$ cat config.mk
export PLATFORM = sky130hd
export DESIGN_NAME = rle_pixel_word_encoder
export DESIGN_NICKNAME = d
export VERILOG_FILES = /design/src/sv/rpwe_pkg.sv /design/src/sv/rpwe_tracker.sv /design/src/sv/rpwe_queue.sv /design/src/sv/rle_pixel_word_encoder.sv
export SDC_FILE = /design/constraint.sdc
export NUM_CORES = 1
export LEC_CHECK = 0
export BUFFER_PORTS_ARGS = -buffer_cell sky130_fd_sc_hd__buf_2
export CORE_MARGIN = 5
export CORE_UTILIZATION = 50
export DETAILED_ROUTE_END_ITERATION = 10
export PLACE_DENSITY = 0.73
export SYNTH_ARGS = -nofsm -noshare
export SYNTH_HDL_FRONTEND = slang
export SYNTH_SLANG_ARGS = --single-unit
$ cat constraint.sdc
create_clock -name clk -period 9.7 [get_ports clk]
set_input_delay 1.94 -clock clk [delete_from_list [all_inputs] [get_ports clk]]
set_output_delay 1.94 -clock clk [all_outputs]
set_load 0.03 [all_outputs]
$ cat src/sv/rpwe_pkg.sv
`timescale 1ns / 1ps
package rpwe_pkg;

  localparam logic [7:0] RUN_LIMIT = 8'd255;

  // Result queue: two slots per item plus slack so one item per cycle flows while rec is not stalled.
  localparam int QUEUE_DEPTH = 4;
  localparam int QPTR_W = $clog2(QUEUE_DEPTH);
  localparam int QCNT_W = QPTR_W + 1;

  typedef struct packed {
    logic [7:0] first_byte;
    logic [7:0] second_byte;
    logic       end_of_stream;
  } pix_item_t;

  typedef struct packed {
    logic [7:0] run_length;
    logic [7:0] run_first_byte;
    logic [7:0] run_second_byte;
    logic       final_record;
  } rec_item_t;

  typedef struct packed {
    logic first_valid;
    logic second_valid;
  } rec_push_t;

endpackage

$ cat src/sv/rpwe_tracker.sv
`timescale 1ns / 1ps
module rpwe_tracker (
  input  logic               clk,
  input  logic               rst,
  input  logic               accept,
  input  rpwe_pkg::pix_item_t pix,
  output rpwe_pkg::rec_push_t push,
  output rpwe_pkg::rec_item_t rec0,
  output rpwe_pkg::rec_item_t rec1
);

  logic [7:0] held_first;
  logic [7:0] held_second;
  logic [7:0] run_count;
  logic       run_open;

  logic       close_run;
  logic       restart;
  logic [7:0] held_first_next;
  logic [7:0] held_second_next;
  logic [7:0] count_next;
  rpwe_pkg::rec_item_t closed_rec;
  rpwe_pkg::rec_item_t flush_rec;

  assign close_run = run_open && (run_count == rpwe_pkg::RUN_LIMIT ||
                                  pix.first_byte != held_first ||
                                  pix.second_byte != held_second);
  assign restart = !run_open || close_run;

  assign held_first_next  = restart ? pix.first_byte  : held_first;
  assign held_second_next = restart ? pix.second_byte : held_second;
  assign count_next       = restart ? 8'd1 : run_count + 8'd1;

  assign closed_rec = '{run_length: run_count, run_first_byte: held_first,
                        run_second_byte: held_second, final_record: 1'b0};
  assign flush_rec  = '{run_length: count_next, run_first_byte: held_first_next,
                        run_second_byte: held_second_next, final_record: 1'b1};

  // Pack records into the lowest slots: a closed run always goes ahead of the flush.
  always_comb begin
    push.first_valid  = accept && (close_run || pix.end_of_stream);
    push.second_valid = accept && close_run && pix.end_of_stream;
    rec0 = close_run ? closed_rec : flush_rec;
    rec1 = flush_rec;
  end

  always_ff @(posedge clk) begin
    if (rst) begin
      held_first  <= 8'd0;
      held_second <= 8'd0;
      run_count   <= 8'd0;
      run_open    <= 1'b0;
    end else if (accept) begin
      held_first  <= held_first_next;
      held_second <= held_second_next;
      if (pix.end_of_stream) begin
        run_count <= 8'd0;
        run_open  <= 1'b0;
      end else begin
        run_count <= count_next;
        run_open  <= 1'b1;
      end
    end
  end

endmodule

$ cat src/sv/rpwe_queue.sv
`timescale 1ns / 1ps
module rpwe_queue (
  input  logic               clk,
  input  logic               rst,
  input  rpwe_pkg::rec_push_t push,
  input  rpwe_pkg::rec_item_t rec0,
  input  rpwe_pkg::rec_item_t rec1,
  output logic               room_low,
  output logic               rec_valid,
  input  logic               rec_stall,
  output rpwe_pkg::rec_item_t rec
);

  rpwe_pkg::rec_item_t mem [rpwe_pkg::QUEUE_DEPTH];

  logic [rpwe_pkg::QPTR_W-1:0] wr_ptr;
  logic [rpwe_pkg::QPTR_W-1:0] rd_ptr;
  logic [rpwe_pkg::QCNT_W-1:0] count;
  logic [rpwe_pkg::QCNT_W-1:0] push_n;
  logic                        pop;

  assign push_n = rpwe_pkg::QCNT_W'(push.first_valid) +
                  rpwe_pkg::QCNT_W'(push.second_valid);
  assign pop    = rec_valid && !rec_stall;

  assign rec_valid = count != '0;
  assign rec       = mem[rd_ptr];
  // Hold off input unless two slots are free.
  assign room_low  = count > rpwe_pkg::QCNT_W'(rpwe_pkg::QUEUE_DEPTH - 2);

  always_ff @(posedge clk) begin
    if (push.first_valid) begin
      mem[wr_ptr] <= rec0;
    end
    if (push.second_valid) begin
      mem[wr_ptr + rpwe_pkg::QPTR_W'(1)] <= rec1;
    end
  end

  always_ff @(posedge clk) begin
    if (rst) begin
      wr_ptr <= '0;
      rd_ptr <= '0;
      count  <= '0;
    end else begin
      wr_ptr <= wr_ptr + push_n[rpwe_pkg::QPTR_W-1:0];
      if (pop) begin
        rd_ptr <= rd_ptr + rpwe_pkg::QPTR_W'(1);
      end
      count <= count + push_n - rpwe_pkg::QCNT_W'(pop);
    end
  end

endmodule

$ cat src/sv/rle_pixel_word_encoder.sv
`timescale 1ns / 1ps
// Channel  Direction  Handshake              Payload
// pix      in         pix_valid / pix_stall  first_byte, second_byte, end_of_stream
// rec      out        rec_valid / rec_stall  run_length, run bytes, final_record
//
// One pixel word is taken per cycle while pix_stall is low; its records enter a four-slot queue
// at the same edge and are offered on rec from the queue head in order.
// A word gives zero, one or two records; rec drains one per cycle while rec_stall is low.
// pix_stall rises when fewer than two queue slots are free (three or more records
// waiting), so a stalled rec side backs up into pix after at most three record-giving words.
// rst (synchronous) closes any open run and empties the queue.
module rle_pixel_word_encoder (
  input  logic                clk,
  input  logic                rst,
  input  logic                pix_valid,
  output logic                pix_stall,
  input  rpwe_pkg::pix_item_t pix,
  output logic                rec_valid,
  input  logic                rec_stall,
  output rpwe_pkg::rec_item_t rec
);

  logic                accept;
  rpwe_pkg::rec_push_t push;
  rpwe_pkg::rec_item_t rec0;
  rpwe_pkg::rec_item_t rec1;

  assign accept = pix_valid && !pix_stall;

  rpwe_tracker u_tracker (
    .clk    (clk),
    .rst    (rst),
    .accept (accept),
    .pix    (pix),
    .push   (push),
    .rec0   (rec0),
    .rec1   (rec1)
  );

  rpwe_queue u_queue (
    .clk       (clk),
    .rst       (rst),
    .push      (push),
    .rec0      (rec0),
    .rec1      (rec1),
    .room_low  (pix_stall),
    .rec_valid (rec_valid),
    .rec_stall (rec_stall),
    .rec       (rec)
  );

endmodule

After elaboration in Yosys (flattened, before gate mapping):

Memory sizes are Yosys's and may differ from the RTL's. A register that Yosys moved wholly into a read port is not among the register bits.
Cells that the tools add are included.

* add/sub/neg operators: 7
* magnitude comparators: 1
* equal/unequal tests: 3
* multiplexer cells: 12
* reduce and logical (&&, ||, !) cells: 14

Operator list (number)
* $mux 8: 4
* $mux 25: 1
* $ne 8x8->1: 2
* $add 8x1->8 const B: 1
* $eq 8x8->1 const B: 1
* $logic_and 1x1->1: 6
* $mux 1: 5
* $add 2x1->2 const B: 2
* $logic_or 1x1->1: 4
* $mux 2: 2
* $add 3x3->3: 1
* $gt 3x2->1 const B: 1
* $logic_not 1->1: 3
* $reduce_bool 3->1: 1
* $sub 3x1->3: 1
* $add 1x1->2: 1
* $add 2x2->2: 1

* register bits after elaboration: 32
* bits in writable memories: 100
* bits of input ports: 21
* output and inout bits: 27
* word-level logic and storage cells: 45
* memories kept: 1

Memory list
* u_queue.mem: depth 4, bits a word 25, read ports 1, clocked after memory_dff 1, write ports 2, line rpwe_queue.sv:14 `rpwe_pkg::rec_item_t mem [rpwe_pkg::QUEUE_DEPTH];`

Longest topological paths before layout:

* word-level depth: 9
* gate-level depth with buffers: 14
* depth with buffers taken out: 14

Cells and area by module:

A second synthesis with hierarchy kept.

* cell total of the unflattened synthesis: 520
* area total of the unflattened synthesis: 7250.7 µm²

Modules (own cells, without submodules)
* rpwe_queue: times used 1, cells each 294, area an instance 5373.9 µm², seq. area each 3183.1 µm²
* rpwe_tracker: times used 1, cells each 225, area an instance 1863.0 µm², seq. area each 500.5 µm²
* rle_pixel_word_encoder: times used 1, cells each 1, area an instance 13.8 µm², seq. area each 0.0 µm²

Worst setup path before layout:

No wires, ideal clock.

* path kind: input -> register
* from: input pix[0] (netlist name)
* to: memory u_queue.mem[3][17] (netlist name), data pin
* setup time: 145 ps
* arrival time: 4844 ps
* data required time: 9555 ps
* setup slack: 4711 ps
* cell stages on the path: 6
* buffers on the path: 1
* cell sequence: clkbuf_1 -> nand4_1 -> nor2_1 -> a21boi_0 -> o21ai_0 -> and3b_1

RTL lines
* start: declaration: line rle_pixel_word_encoder.sv:17 `input rpwe_pkg::pix_item_t pix,`
* end: declaration: line rpwe_queue.sv:14

Final worst setup path:

* from: input pix[8] (netlist name)
* to: register u_queue.count[2] (netlist name)

* longest elaborated chain between the ends: 8
* elaborated cells between the ends (all ways): 10
* those cells by class: add/sub (3); eq/ne (1); reduce/logical (6)

Ends and longest elaborated chain
* $ne 8x8->1 (*): line rpwe_tracker.sv:27 `pix.second_byte != held_second);`
* $logic_or 1x1->1 (*): line rpwe_tracker.sv:26 `pix.first_byte != held_first ||`
* $logic_and 1x1->1 (*): line rpwe_tracker.sv:25 `assign close_run = run_open && (run_count == rpwe_pkg::RUN_LIMIT ||`
* $logic_or 1x1->1 or $logic_and 1x1->1 (tied branches): line rpwe_tracker.sv:41, rpwe_tracker.sv:42
* $logic_and 1x1->1 (on tied branches): line rpwe_tracker.sv:41, rpwe_tracker.sv:42
* $add 1x1->2 (*): line rpwe_queue.sv:22 `assign push_n = rpwe_pkg::QCNT_W'(push.first_valid) +`
* $add 3x3->3 (*): line rpwe_queue.sv:50 `count <= count + push_n - rpwe_pkg::QCNT_W'(pop);`
* $sub 3x1->3 (*): line rpwe_queue.sv:50
* end signal: assignment: line rpwe_queue.sv:50
* end: declaration: line rpwe_queue.sv:18 `logic [rpwe_pkg::QCNT_W-1:0] count;`

Every way passes the cells marked *; elsewhere a longest branch is shown, timed or not.
A chain may end at the register's enable or synchronous reset.

==> results.sh <==
export IMPL_grt_usage=0.2219
export IMPL_clkTransAtPathRegs_ns=0.06
export IMPL_crit_path_top_delay_cell="nor4_2"
export IMPL_leakage_nw=2.830
export IMPL_area_delta_synth_final_pct=14.48
export IMPL_critPathLaunchType="primary input"
export IMPL_skew_ns=0.007959
export IMPL_syn_inst=560
export IMPL_synth_seq_area_share=0.5370
export IMPL_gp_congestion=0.9356
export IMPL_placed_cells=750
export IMPL_dieArea_um2=16000
export IMPL_drv_slew=0
export IMPL_yosys_top_cells_area="edfxtp_1 (42%), dfxtp_1 (11%), mux4_2 (8.3%)"
export IMPL_syn_area_um2=6785
export IMPL_synthMuxAreaShare=0.08593
export IMPL_hp_class="reg -> reg"
export IMPL_post_cts_resized=0
export IMPL_path_max_fanout=6
export IMPL_layout_drive_gt1_share=0.2244
export IMPL_slew_limit_headroom=0.2290
export IMPL_synthArstFlopShare=0
export IMPL_antenna_cells=0
export IMPL_drv_cap=0
export IMPL_synth_compound_area_share=0.1960
export IMPL_yosysMostFrequentCell="edfxtp_1"
export IMPL_antenna_found_initial=0
export IMPL_die_w_um=126.5
export IMPL_initialDrtViolationCount=697
export IMPL_routed_via_density=6.402
export IMPL_power_frac_clock=0.356
export IMPL_yosysTopAreaCell="edfxtp_1"
export IMPL_ys_ff_latch=134
export IMPL_remaining_drc_errors=0
export IMPL_arrival_ns=4.78
export IMPL_setup_violations_final=0
export IMPL_start_util=0.5104
export IMPL_hpwlAfterDp_um=10830
export IMPL_overflow=0
export IMPL_nFillCells=1067
export IMPL_root_buffer="clkbuf_16"
export IMPL_fmax_ghz=0.2222
export IMPL_cts_tree="built"
export IMPL_synth_enable_flop_cells=96
export IMPL_multi_input_area_um2=2923
export IMPL_internal_power_mw=1.336
export IMPL_synth_top_area_frac=0.4249
export IMPL_cts_buffers_inserted=17
export IMPL_final_seq_area_um2=3645
export IMPL_tns_ns=0
export IMPL_rows=42
export IMPL_slowest_delay_ns=0.47
export IMPL_crit_type="in -> reg"
export IMPL_syn_avg_cell_area_um2=12.12
export IMPL_die_y_um=126.5
export IMPL_p_comb_frac=0.260
export IMPL_hold_viol_final=0
export IMPL_synth_fa_ha_area_frac=0.01401
export IMPL_powerDensity_nw_per_um2=254.6
export IMPL_synth_nets=588
export IMPL_endpoint_kind="flop"
export IMPL_synth_top_family_by_area="compound AO/OA/AOI/OAI gates"
export IMPL_ys_flop_type="edfxtp_1"
export IMPL_grt_max_degree=32
export IMPL_yosys_area_share_simple=0.1025
export IMPL_fin_crit_ns=4.500
export IMPL_core_area_um2=13300
export IMPL_rsz0062_at_grt="false"
export IMPL_ios=48
export IMPL_dr_pass1_iters=5
export IMPL_netSwitchingFraction=0.3243
export IMPL_cts_buffer_depth=2
export IMPL_outcome="completed"
export IMPL_cts_sinks=134
export IMPL_wl_per_cell_um=22.52
export IMPL_power_frac_seq=0.384
export IMPL_grt_pass1_wl_um=27280
export IMPL_grt_pass1_vias=4950
export IMPL_p_sw_mw=0.6413
export IMPL_worstMarginPinSlew_ns=1.156
export IMPL_via_count=5006
export IMPL_htree_levels=4
export IMPL_clkLatencyLatePin_ns=0.42
export IMPL_nets=621
export IMPL_hold_buffers=0
export IMPL_synthXorXnorAreaFrac=0.02969
export IMPL_routed_wl_um=17610
export IMPL_worstPathCellList="buf_2 > xor2_1 > nor4_2 > nand2_2 > o21ai_2 > a21oi_1 > ha_1 > ha_1 > fa_1 > xor2_1 > xnor2_1 > nor2_1"
export IMPL_ant_nets=0
export IMPL_irDropWorstVdd_v=0.0001549
export IMPL_yosysWarnings=0
export IMPL_ys_top_cells_by_count="edfxtp_1 (96), a22o_1 (64), nand2_1 (57), a21oi_1 (48), dfxtp_1 (38)"
export IMPL_instances_no_fill=782
export IMPL_cts_setup_buffers=0
export IMPL_cp_required_ns=9.98
export IMPL_io_buffers=47
export IMPL_synth_distinct_cells=60
export IMPL_period_share=0.4639
## layer usage
layer	wire length (um)	global-route usage	vias up
met2	8663	0.3546	291
met4	548	0.09653	0
li1	-	-	2231
met1	6776	0.2907	2437
met5	0	0	-
met3	1619	0.05212	47
## final cells by class
class | count | share of cell area
sequential | 134 | 0.4692
multi-input combinational | 374 | 0.3763
clock buffer | 18 | 0.05525
timing repair buffer | 53 | 0.03608
clock inverter | 14 | 0.02851
tap | 176 | 0.02835
inverter | 13 | 0.006282
## sequential cells by signal (all words and copies together) (netlist names), named ones only
| name | cells |
|---|---|
| u_queue.mem | 100 |
| u_queue.rd_ptr | 2 |
| u_queue.wr_ptr | 2 |
| u_queue.count | 3 |
| u_tracker.held_second | 8 |
| u_tracker.run_count | 8 |
| u_tracker.run_open | 1 |
| u_tracker.held_first | 8 |
## worst max-delay path: cells and delay by family
kind / cells / cell delay (ns)
simple gates: 3 / 0.76
fa+ha+maj: 3 / 0.93
xor+xnor: 3 / 0.53
compound gates: 2 / 0.47
buf+inv: 1 / 0.14
## logic make-up after synthesis
| kind of cell | after synthesis |
|---|---|
| AO/OA/AOI/OAI | 179 |
| buffers and inverters | 52 |
| AND/OR/NAND/NOR | 138 |
| flip-flops | 134 |
| adder cells (fa/ha/maj) | 7 |
| XOR/XNOR | 23 |
| multiplexers | 27 |
## cells in the final DEF (no fill, tap or decap), drive strengths merged, types with 5 or more instances in the layout
cell / netlist / layout
or3: 5 / 5
edfxtp: 96 / 96
a32oi: 6 / 6
a21oi: 53 / 53
xor2: 19 / 19
nand2: 58 / 58
a21boi: 6 / 6
buf: 22 / 53
mux4: 25 / 25
nor2b: 6 / 6
ha: 6 / 6
a22o: 64 / 64
nand3: 10 / 10
and3: 5 / 5
inv: 13 / 16
dfxtp: 38 / 38
clkbuf: 17 / 18
bufinv: 0 / 5
clkinv: 0 / 6
nor2: 33 / 33
o21ai: 25 / 25
## metrics by stage
stage | total power [mW] | hold slack (ns) | utilization | setup slack, ns | instance area [um^2]
final | 1.978 | 0.4431 | 0.5842 | 5.200 | 7767
after global routing | 2.060 | 0.4901 | 0.5842 | 5.043 | 7767
after CTS | 1.989 | 0.4471 | 0.5842 | 5.227 | 7767
after detailed placement | 1.286 | 0.4393 | 0.5353 | 4.793 | 7117
after global placement | 1.274 | 0.4383 | 0.5353 | 4.915 | 7117
after floorplan | 1.130 | 0.4208 | - | 4.711 | 6785
## power by group through the flow
stage	Combinational [mW]	Sequential [mW]	Clock (mW)
global placement	0.507	0.767	0
CTS	0.519	0.759	0.710
global route	0.548	0.769	0.743
finish	0.515	0.758	0.704
detailed placement	0.515	0.771	0
floorplan	0.409	0.721	0
## path summary, 6_finish.rpt
check / from / end / slack (ns) / cells after the start
worst min-delay path: u_queue.mem[2][0]$_SDFFE_PP1N_ / u_queue.mem[2][0]$_SDFFE_PP1N_ / 0.44 / 2
worst max register to register: u_tracker.run_count[0]$_SDFFE_PP0P_ / u_queue.count[2]$_SDFF_PP0_ / 6.13 / 14
worst max-delay path: pix[8] / u_queue.count[2]$_SDFF_PP0_ / 5.20 / 12
worst min register to register: u_queue.mem[2][0]$_SDFFE_PP1N_ / u_queue.mem[2][0]$_SDFFE_PP1N_ / 0.44 / 2
No activity file was read; power rests on OpenSTA's default activity.
